**config.mk**
```make
export PLATFORM = sky130hd
export DESIGN_NAME = q4td_ram
export DESIGN_NICKNAME = d
export VERILOG_FILES = /design/src/hw/rtl/q4td_ram.sv
export SDC_FILE = /design/constraint.sdc
export NUM_CORES = 2
export LEC_CHECK = 0
export BUFFER_PORTS_ARGS = -buffer_cell sky130_fd_sc_hd__buf_2
export CAP_MARGIN = 20
export CORE_ASPECT_RATIO = 0.8
export CORE_UTILIZATION = 57
export DETAILED_ROUTE_END_ITERATION = 6
export GPL_ROUTABILITY_DRIVEN = 0
export PLACE_DENSITY = 0.76
export SLEW_MARGIN = 20
export SYNTH_ARGS = -nofsm -noshare
export SYNTH_HDL_FRONTEND = slang
export SYNTH_SLANG_ARGS = --single-unit
```
**constraint.sdc**
```tcl
create_clock -name clock -period 2.65 [get_ports clock]
set_clock_uncertainty 0.05 [all_clocks]
set_input_delay 0.1325 -clock clock [delete_from_list [all_inputs] [get_ports clock]]
set_output_delay 0.1325 -clock clock [all_outputs]
set_load 0.01 [all_outputs]
```
**src/hw/rtl/q4td_ram.sv**
```systemverilog
// Generic single-write, single-read RAM with registered read data.
module q4td_ram #(
   parameter int WIDTH = 16,
   parameter int DEPTH = 128
) (
   input  logic                     clock,
   input  logic                     wr_en,
   input  logic [$clog2(DEPTH)-1:0] wr_addr,
   input  logic [WIDTH-1:0]         wr_data,
   input  logic                     rd_en,
   input  logic [$clog2(DEPTH)-1:0] rd_addr,
   output logic [WIDTH-1:0]         rd_data
);

   logic [WIDTH-1:0] mem [DEPTH];

   always_ff @(posedge clock) begin
      if (wr_en) begin
         mem[wr_addr] <= wr_data;
      end
      if (rd_en) begin
         rd_data <= mem[rd_addr];
      end
   end

endmodule

```
==> results.sh <==
export IMPL_postSynthCellCount=3086
export IMPL_relSlewSlack_pct=28.9
export IMPL_vias=37200
export IMPL_dp_hpwl_um=113000
export IMPL_core_area_um2=137000
export IMPL_cp_arrival_ps=3280
export IMPL_status="complete, but fails checks"
export IMPL_grt_pass1_wl_um=282000
export IMPL_period_minus_slack_ps=2760
export IMPL_grtUsageTotal_pct=29.2
export IMPL_min_from="wr_addr[2]"
export IMPL_drt_total_wl_um=199000
export IMPL_max_freq_mhz=362
export IMPL_num_rows=121
export IMPL_grt_pass1_vias=37700
export IMPL_critPathLaunchType="flip-flop"
export IMPL_htree_levels=4
export IMPL_worstPathCellList="mux4_2, mux4_2, mux4_2, mux2_2"
export IMPL_whs_ps=42.6
export IMPL_end_kind="flip-flop"
export IMPL_setup_viol=12
export IMPL_die_w_um=417
export IMPL_hold_path_class="input pin to flip-flop"
export IMPL_rsz0062_at_grt="yes"
export IMPL_yosysSeqAreaShare_pct=78.8
export IMPL_avgSynthCellArea_um2=25.5
export IMPL_initial_core_util_pct=57.6
export IMPL_fp_dieArea_um2=140000
export IMPL_setup_ws_ps=-112
export IMPL_cap_violations=0
export IMPL_cts_sinks=2064
export IMPL_port_buffers=48
export IMPL_hold_viol_final=0
export IMPL_drive_above_1_share_pct=36.5
export IMPL_slowest_stage="mux4_2"
export IMPL_slew_violations=0
export IMPL_yosys_warnings=0
export IMPL_placed_cells=5127
export IMPL_numCtsBuffers=186
export IMPL_ant_nets=0
export IMPL_fin_nets=3522
export IMPL_post_route_period_util_pct=104
export IMPL_worstSetupPathType="flip-flop to flip-flop"
export IMPL_cts_tree="built"
export IMPL_violations="negative setup slack"
export IMPL_total_leakage_power_nw=28.4
export IMPL_final_core_utilization_pct=66.4
export IMPL_cp_max_fo=1
export IMPL_cts_root_buf="clkbuf_16"
export IMPL_die_y_um=334
export IMPL_cp_startpoint="mem[20][10]"
export IMPL_grt_max_degree=129
export IMPL_ir_drop_mv=0.706
export IMPL_area_delta_synth_final_pct=15.2
export IMPL_first_pass_iters=5
export IMPL_num_io_pins=49
export IMPL_reg2reg_from="mem[20][10]"
export IMPL_first_iter_violations=5890
export IMPL_syn_nets=3119
export IMPL_required_ps=3160
export IMPL_drc=0
export IMPL_avgViaCountPerCell=6.78
export IMPL_fin_cells=5492
export IMPL_synth_area_um2=78700
export IMPL_overflow=0
export IMPL_cts_buffer_depth=3
export IMPL_antenna_found_initial=21
export IMPL_wl_per_cell_um=36.3
export IMPL_num_fill_cells=8084
export IMPL_ys_ff_latch=2064
export IMPL_slowest_delay_ps=610
export IMPL_powerDensity_nw_per_um2=747
export IMPL_cp_common_cell="mux4_2"
export IMPL_cts_clk_slew_worst_paths_ps=60
export IMPL_tightestPinTransition_ps=1070
export IMPL_synth_cell_types=16
export IMPL_clk_latency_ps=830
-- cell type report --
type / count / area, um^2 / share of cell area [%]
timing repair buffer: 379 / 4010 / 4.42
clock inverter: 118 / 1400 / 1.55
tap: 1845 / 2310 / 2.55
sequential: 2064 / 62000 / 68.4
antenna: 12 / 30.0 / 0.0331
multi-input combinational: 858 / 16100 / 17.7
clock buffer: 216 / 4850 / 5.35
-- where the power goes --
group | switching, mW | internal [mW] | total [mW] | leakage, nW
registers | 0.0838 | 36.1 | 36.2 | 18.6
clock network | 11.8 | 16.1 | 27.9 | 3.05
logic | 2.11 | 1.57 | 3.69 | 6.79
total | 14.0 | 53.7 | 67.7 | 28.4
-- worst paths after layout --
path                                    end  slack [ps]  depth (start not counted)
worst max-delay path            rd_data[10]        -110                          4
worst min-delay path             mem[84][1]          40                          4
worst max register to register  rd_data[10]        -110                          4
worst min register to register   rd_data[4]        1170                          4
-- stage by stage --
stage / area [um^2] / TNS [ps] / power (mW) / setup WS [ps]
floorplan: 78900 / 0 / 38.6 / 0.440
global placement: 84200 / -6850 / 40.3 / -541
detailed placement: 84200 / -7130 / 40.4 / -553
CTS: 90600 / -367 / 67.9 / -99.9
global route: 90700 / -579 / 69.2 / -101
finish: 90700 / -414 / 67.7 / -112
-- logic make-up (layout without fill, tap and decap cells) --
family	after synthesis	after routing	share of synthesized area [%]
buffers and inverters	164	713	0.879
flip-flops	2064	2064	78.8
multiplexers	688	688	19.5
other	0	12	0
AND/OR/NAND/NOR	170	170	0.886
-- placed cells by master, fill, tap and decap left out --
cell,instances
nand2_1,14
inv_8,1
nand2b_1,2
buf_12,93
buf_2,28
buf_4,235
buf_6,1
clkinv_2,31
mux2_2,8
nand3_1,12
nor2_1,122
clkbuf_16,190
diode_2,12
clkinv_8,3
clkbuf_8,1
clkinv_4,2
clkinvlp_4,7
nor2b_1,7
or3_1,1
clkbuf_1,26
bufinv_16,31
mux4_2,672
clkinv_1,38
nand4_1,3
mux2_4,8
inv_6,5
buf_8,2
nor3_2,9
dlygate4sd3_1,19
edfxtp_1,2064
-- flip-flops by register name, indices dropped and copies added (netlist names) --
name	count
rd_data	16
mem	2048
-- layer usage --
layer / GRT usage (%) / wire [um] / vias to the layer above
li1: - / - / 14300
met1: 40.6 / 71100 / 19700
met2: 46.0 / 96800 / 2811
met3: 6.87 / 24500 / 411
met4: 10.3 / 6950 / 4
met5: 0 / 26 / -
-- critical path: cells and delay by family, from the launching register on --
| family | cells | cell delay (ps) |
|---|---|---|
| flops | 1 | 430 |
| mux | 4 | 2020 |
-- synth_stat cells --
library cell,count,share of area [%]
buf_2,52,0.33
nand2_1,14,0.067
buf_4,1,0.0095
clkbuf_1,82,0.39
mux4_2,672,19
buf_6,1,0.014
nor3_1,9,0.057
nand4_1,3,0.024
edfxtp_1,2064,79
or3_1,1,0.0080
nor2b_1,7,0.056
nor2_1,122,0.58
mux2_2,16,0.23
buf_1,28,0.13
nand3_1,12,0.076
nand2b_1,2,0.016
-- timing repair --
action                     4_1_cts  5_1_grt
setup endpoints to repair       11       13
hold endpoints to repair      1026        0
setup buffers                    0        0
hold buffers                    19        0
gates resized for setup          4        4
No activity file was read; power rests on OpenSTA's default activity.
