[src/hw/rtl/q4td_pkg.sv]
// Shared constants, codes and types for the 4-bit tile dequantizer.
package q4td_pkg;

   localparam int ROWS_PER_BLOCK  = 16;
   localparam int K_PER_BLOCK     = 32;
   localparam int DEF_ROW_BLOCKS  = 2;
   localparam int DEF_K_BLOCKS    = 8;
   localparam int TABLE_DEPTH     = 256;
   localparam int TABLE_IDX_W     = $clog2(TABLE_DEPTH);
   localparam int BANK_DEPTH      = TABLE_DEPTH / 2;
   localparam int BF16_W          = 16;
   localparam int WIDX_W          = 13;
   localparam int ROW_PAIRS       = ROWS_PER_BLOCK / 2;
   localparam int RP_W            = $clog2(ROW_PAIRS);
   localparam int KK_W            = $clog2(K_PER_BLOCK);

   localparam logic [BF16_W-1:0] BF16_QNAN_DEFAULT = 16'hFFC0;
   localparam logic [BF16_W-1:0] BF16_QUIET_BIT    = 16'h0040;

   typedef enum logic [1:0] {
      FUNC_SCALE  = 2'd0,
      FUNC_MIN    = 2'd1,
      FUNC_WEIGHT = 2'd2
   } func_type;

   typedef struct packed {
      logic mul;
      logic add;
      logic rnd;
   } adv_type;

endpackage

[src/hw/rtl/q4td_lane.sv]
// One dequant lane: code*d exact product, fp32 add of m with RNE, bf16 RNE.
module q4td_lane
   import q4td_pkg::*;
(
   input  logic              clock,
   input  adv_type           adv,
   input  logic [3:0]        code,
   input  logic [BF16_W-1:0] d,
   input  logic [BF16_W-1:0] m,
   output logic [BF16_W-1:0] result
);

   // multiply stage
   logic [7:0]        ed, em;
   logic              d_zero, d_inf, d_nan, m_zero, m_inf, m_nan, p_zero, p_inf, code_zero;
   logic [11:0]       prod, psig, msig;
   logic [2:0]        sh;
   logic [8:0]        pexp;
   logic              spec_in;
   logic [BF16_W-1:0] sval_in;

   logic              spec_a_ff, ps_a_ff, ms_a_ff;
   logic [BF16_W-1:0] sval_a_ff;
   logic [7:0]        pe_a_ff, me_a_ff;
   logic [11:0]       psig_a_ff, msig_a_ff;

   always_comb begin
      ed        = d[14:7];
      em        = m[14:7];
      code_zero = (code == 4'd0);
      d_zero    = (ed == 8'd0);
      d_inf     = (ed == 8'hFF) && (d[6:0] == 7'd0);
      d_nan     = (ed == 8'hFF) && (d[6:0] != 7'd0);
      m_zero    = (em == 8'd0);
      m_inf     = (em == 8'hFF) && (m[6:0] == 7'd0);
      m_nan     = (em == 8'hFF) && (m[6:0] != 7'd0);
      prod      = 12'({1'b1, d[6:0]}) * 12'(code);
      priority if (prod[11]) sh = 3'd4;
      else if (prod[10])     sh = 3'd3;
      else if (prod[9])      sh = 3'd2;
      else if (prod[8])      sh = 3'd1;
      else                   sh = 3'd0;
      psig   = prod << (3'd4 - sh);
      pexp   = 9'(ed) + 9'(sh);
      p_zero = d_zero || code_zero;
      p_inf  = !code_zero && (d_inf || (!d_zero && !d_nan && (pexp >= 9'd255)));
      msig   = {1'b1, m[6:0], 4'b0};

      spec_in = 1'b1;
      priority if (d_nan)                          sval_in = d | BF16_QUIET_BIT;
      else if (d_inf && code_zero)                 sval_in = BF16_QNAN_DEFAULT;
      else if (m_nan)                              sval_in = m | BF16_QUIET_BIT;
      else if (p_inf && m_inf && (d[15] != m[15])) sval_in = BF16_QNAN_DEFAULT;
      else if (p_inf)                              sval_in = {d[15], 8'hFF, 7'd0};
      else if (m_inf)                              sval_in = {m[15], 8'hFF, 7'd0};
      else if (p_zero && m_zero)                   sval_in = {d[15] & m[15], 15'd0};
      else if (p_zero)                             sval_in = m;
      else begin
         spec_in = 1'b0;
         sval_in = m;
      end
   end

   always_ff @(posedge clock) begin
      if (adv.mul) begin
         spec_a_ff <= spec_in;
         sval_a_ff <= sval_in;
         ps_a_ff   <= d[15];
         ms_a_ff   <= m[15];
         pe_a_ff   <= pexp[7:0];
         psig_a_ff <= psig;
         me_a_ff   <= m_zero ? 8'd0 : em;
         msig_a_ff <= m_zero ? 12'd0 : msig;
      end
   end

   // align and add stage
   logic              a_big, sa, sb;
   logic [7:0]        ea, eb, diff;
   logic [11:0]       siga, sigb;
   logic [27:0]       wa, wb, bsh, smask, sum_in;
   logic              sticky;

   logic              spec_b_ff, s_b_ff;
   logic [BF16_W-1:0] sval_b_ff;
   logic [7:0]        e_b_ff;
   logic [27:0]       sum_b_ff;

   always_comb begin
      a_big = ({pe_a_ff, psig_a_ff} >= {me_a_ff, msig_a_ff});
      ea    = a_big ? pe_a_ff : me_a_ff;
      eb    = a_big ? me_a_ff : pe_a_ff;
      siga  = a_big ? psig_a_ff : msig_a_ff;
      sigb  = a_big ? msig_a_ff : psig_a_ff;
      sa    = a_big ? ps_a_ff : ms_a_ff;
      sb    = a_big ? ms_a_ff : ps_a_ff;
      diff  = ea - eb;
      wa    = {1'b0, siga, 15'd0};
      wb    = {1'b0, sigb, 15'd0};
      if (diff >= 8'd27) begin
         bsh    = 28'd0;
         sticky = |sigb;
         smask  = 28'd0;
      end else begin
         smask  = (28'd1 << diff[4:0]) - 28'd1;
         bsh    = wb >> diff[4:0];
         sticky = |(wb & smask);
      end
      bsh[0] = bsh[0] | sticky;
      sum_in = (sa ^ sb) ? (wa - bsh) : (wa + bsh);
   end

   always_ff @(posedge clock) begin
      if (adv.add) begin
         spec_b_ff <= spec_a_ff;
         sval_b_ff <= sval_a_ff;
         s_b_ff    <= sa;
         e_b_ff    <= ea;
         sum_b_ff  <= sum_in;
      end
   end

   // normalize and round stage
   logic [26:0] norm;
   logic [4:0]  lz;
   logic [9:0]  en;
   logic [24:0] mr;
   logic        up;
   logic [31:0] u, ur;
   logic [BF16_W-1:0] res_in;

   always_comb begin
      lz = 5'd0;
      for (int i = 0; i < 27; i++) begin
         if (sum_b_ff[i]) lz = 5'(26 - i);
      end
      if (sum_b_ff[27]) begin
         norm = {sum_b_ff[27:2], sum_b_ff[1] | sum_b_ff[0]};
         en   = 10'(e_b_ff) + 10'd1;
      end else begin
         norm = sum_b_ff[26:0] << lz;
         en   = 10'(e_b_ff) - 10'(lz);
      end
      up = norm[2] & (norm[1] | norm[0] | norm[3]);
      mr = {1'b0, norm[26:3]} + 25'(up);
      if (mr[24]) en = en + 10'd1;
      if (sum_b_ff == 28'd0) begin
         u = 32'd0;
      end else if (!en[9] && (en >= 10'd255)) begin
         u = {s_b_ff, 8'hFF, 23'd0};
      end else if (en[9] || (en == 10'd0)) begin
         u = {s_b_ff, 31'd0};
      end else begin
         u = {s_b_ff, en[7:0], mr[22:0]};
      end
      ur     = u + 32'h0000_7FFF + 32'(u[16]);
      res_in = spec_b_ff ? sval_b_ff : ur[31:16];
   end

   always_ff @(posedge clock) begin
      if (adv.rnd) begin
         result <= res_in;
      end
   end

endmodule

[config.mk]
export PLATFORM = sky130hd
export DESIGN_NAME = q4td_lane
export DESIGN_NICKNAME = d
export VERILOG_FILES = /design/src/hw/rtl/q4td_pkg.sv /design/src/hw/rtl/q4td_lane.sv
export SDC_FILE = /design/constraint.sdc
export NUM_CORES = 1
export LEC_CHECK = 0
export BUFFER_PORTS_ARGS = -buffer_cell sky130_fd_sc_hd__buf_4
export CAP_MARGIN = 20
export CORE_ASPECT_RATIO = 1.5
export CORE_UTILIZATION = 60
export DETAILED_ROUTE_END_ITERATION = 10
export PLACE_DENSITY = 0.78
export SYNTH_ARGS = -nofsm -noshare
export SYNTH_HDL_FRONTEND = slang
export SYNTH_SLANG_ARGS = --single-unit
export TNS_END_PERCENT = 100
[constraint.sdc]
create_clock -name clock -period 17.9 [get_ports clock]
set_clock_uncertainty 0.05 [all_clocks]
set_input_delay 2.685 -clock clock [delete_from_list [all_inputs] [get_ports clock]]
set_output_delay 2.685 -clock clock [all_outputs]
set_load 0.01 [all_outputs]
==> metrics.md <==
| Metric | Value |
|---|---|
| Vias in the first global route | 14600 |
| Largest net degree at the start of global routing | 56 |
| GRT Total Usage | 44.5% |
| Most common flop cell mapped by yosys | edfxtp_1 |
| Clock H-tree levels | 4 |
| Worst slew margin | 23.3% |
| Core box area | 0.0237 mm2 |
| Via-to-Cell Ratio | 7.19 |
| Post-synth EDFFs | 125 |
| Critical Setup Path Class | in2reg |
| RSZ-0062 raised after global routing | false |
| PortBufs | 55 |
| Finished Cell Area | 0.0157 mm2 |
| CTS tree | built |
| P_leak | 6.11 nW |
| Routed len/inst | 25.0 um |
| Tmin final | 9.45 ns |
| Total Power | 2.85 mW |
| CP arrival | 9.58 ns |
| Final wirelength | 53500 um |
| Max_cap viols | 0 |
| Die height | 193 um |
| Initial Utilization | 61.3% |
| CTS Buffer Depth | 2 |
| Min-delay worst type | reg2reg |
| Worst-Margin Slew | 1.14 ns |
| GRT overflow | 0 |
| Register area share after synthesis | 25.8% |
| Global-route wire length before repair | 82400 um |
| CTS resizes | 0 |
| # DRC | 0 |
| Dpl ws | 8.08 ns |
| Non-filler cells, final | 2138 |
| Switching share of power | 54.8% |
| Synth top area cells | edfxtp_1, ha_1, nand2_1 |
| Die ar. | 0.0249 mm2 |
| Final Core Density | 66.0% |
| Fin. Hold Viols | 0 |
| Highest ir drop seen on vdd | 0.150 mV |
| Hold buffer count at cts | 0 |
| Power per cell area | 182 mW/mm2 |
| HPWL Detailed | 38800 um |
| # IOs | 56 |
| Placed Area | 0.0150 mm2 |
| Syn_nets | 1946 |
| # rows | 69 |
| Layout area overhead | 7.59% |
| Int Power | 1.29 mW |
| Initial antenna violation count | 4 |
| Final GP Congestion | 1.09 |
| Clk pwr share | 11.7% |
| Sw Pwr | 1.56 mW |
| CTS clock-pin slew for the worst setup and hold paths | 0.06 ns |
| Worst-Skew Late Latency | 0.43 ns |
| Dpl cells | 2101 |
| Post-Syn Area | 0.0146 mm2 |
| # setup viols final | 0 |
| Area leader, netlist | edfxtp_1 |
| CP max FO | 9 |
| FMAX | 106 MHz |
| Final Cycle Share | 52.8% |
| CP endpoint kind | register |
| Share of the synthesized area in the top cell type | 25.8% |
| Post-synthesis instance total | 1820 |
| Yosys reg bits | 125 |
| Synth Area per Inst | 8.00 um2 |
| Final Worst Setup Slack | 8.45 ns |
| Async SR Flop Fraction | 0% |
| Logic gate share of total power | 69.9% |
| Post-CTS Repair Setup Buffers | 0 |
| Most frequent cell after synthesis | nand2_1 |
| Outcome | complete, no violations |
| Max-slew violations | 0 |
| Routed Antenna Nets | 0 |
| CTS sink count | 125 |
| Share of cells above drive strength 1 | 10.4% |
| Yosys cell types | 101 |
| Part of the power in registers | 18.4% |
| Via count | 15400 |
| Hold_ws | 0.367 ns |
| 1st-iter DRT viols | 1933 |
| Ant diodes | 0 |
| Worst EP required | 18.03 ns |
| Clock Root Buffer | clkbuf_16 |
| Synth warnings | 0 |
| Setup TNS Final | 0 ns |
| Number of buffers created by CTS | 17 |
| Startpoint types | input pin |
| Final nets | 1933 |
| DR pass1 iterations | 7 |
| Synth top cells by count | nand2_1, nor2_1, edfxtp_1 |
| Critical Path Slowest Stage Cell | a211oi_1 |
| Slowest stage delay, CP | 0.70 ns |
| Die Wd | 129 um |
final cells by class:
cell class,count,area [um2]
inverter,109,409
clock inverter,13,141
sequential,125,3750
tap,319,399
timing repair buffer,77,576
clock buffer,18,429
multi-input combinational,1477,9950
fill,2026,8080
sequential cells by signal (all words and copies together), names as in the netlist, 12 cells and up:
register,count
sum_b_ff,28
psig_a_ff,12
sval_b_ff,16
result,16
sval_a_ff,16
routing by layer:
| layer | wire length (um) | track usage, % | vias up |
|---|---|---|---|
| li1 | - | - | 6856 |
| met1 | 18000 | 46.4 | 7162 |
| met2 | 25200 | 72.1 | 1024 |
| met3 | 5520 | 15.6 | 333 |
| met4 | 4760 | 35.9 | 4 |
| met5 | 24 | 0 | - |
worst paths after layout:
path	start	end	slack (ns)	cells past startpoint
min reg2reg	sval_a_ff[7]	sval_b_ff[7]	0.37	0
max reg2reg	me_a_ff[0]	sum_b_ff[22]	9.45	23
min	sval_a_ff[7]	sval_b_ff[7]	0.37	0
max	d[0]	sval_a_ff[3]	8.45	31
layout by cell type (no fill, tap or decap), types with 14 or more instances in the layout:
master / synthesis / layout
a211oi_1: 35 / 35
xor2_1: 17 / 16
nand2b_1: 18 / 18
buf_4: 4 / 73
o21bai_1: 19 / 19
o211ai_1: 33 / 33
and2_1: 39 / 39
nand2_1: 201 / 201
clkbuf_16: 0 / 17
a22oi_1: 14 / 14
or3_1: 21 / 21
a21oi_1: 117 / 117
a31oi_1: 24 / 24
xnor2_1: 44 / 43
inv_1: 102 / 102
nand4_1: 34 / 34
nor2_1: 162 / 161
edfxtp_1: 125 / 125
ha_1: 71 / 71
o31ai_1: 24 / 24
mux2i_1: 34 / 34
nand3_1: 58 / 58
or2_2: 19 / 19
o21ai_0: 97 / 97
a21o_1: 20 / 20
o22ai_1: 17 / 17
nor4_1: 25 / 25
nor3_1: 47 / 47
fa_1: 15 / 15
a32oi_1: 16 / 16
power by group through the flow:
stage | clock, mW | sequential, mW | combinational, mW
floorplan | 0 | 0.467 | 1.38
global placement | 0 | 0.518 | 1.82
detailed placement | 0 | 0.520 | 1.83
CTS | 0.336 | 0.514 | 1.85
global route | 0.348 | 0.526 | 2.12
finish | 0.335 | 0.523 | 1.99
logic make-up after synthesis:
logic type               synth area share, %
AO/OA/AOI/OAI                           28.0
XOR/XNOR                                3.67
adder cells (fa/ha/maj)                 8.17
buffers and inverters                   6.14
flip-flops                              25.8
multiplexers                            4.19
AND/OR/NAND/NOR                         24.0
worst max-delay path: cells and delay by family:
family,cells,cell delay (ns)
compound gates,12,2.51
fa+ha+maj,5,1.90
simple gates,9,1.47
xor+xnor,2,0.62
buf+inv,3,0.40
Note: power is estimated with default switching activity, not from simulation.
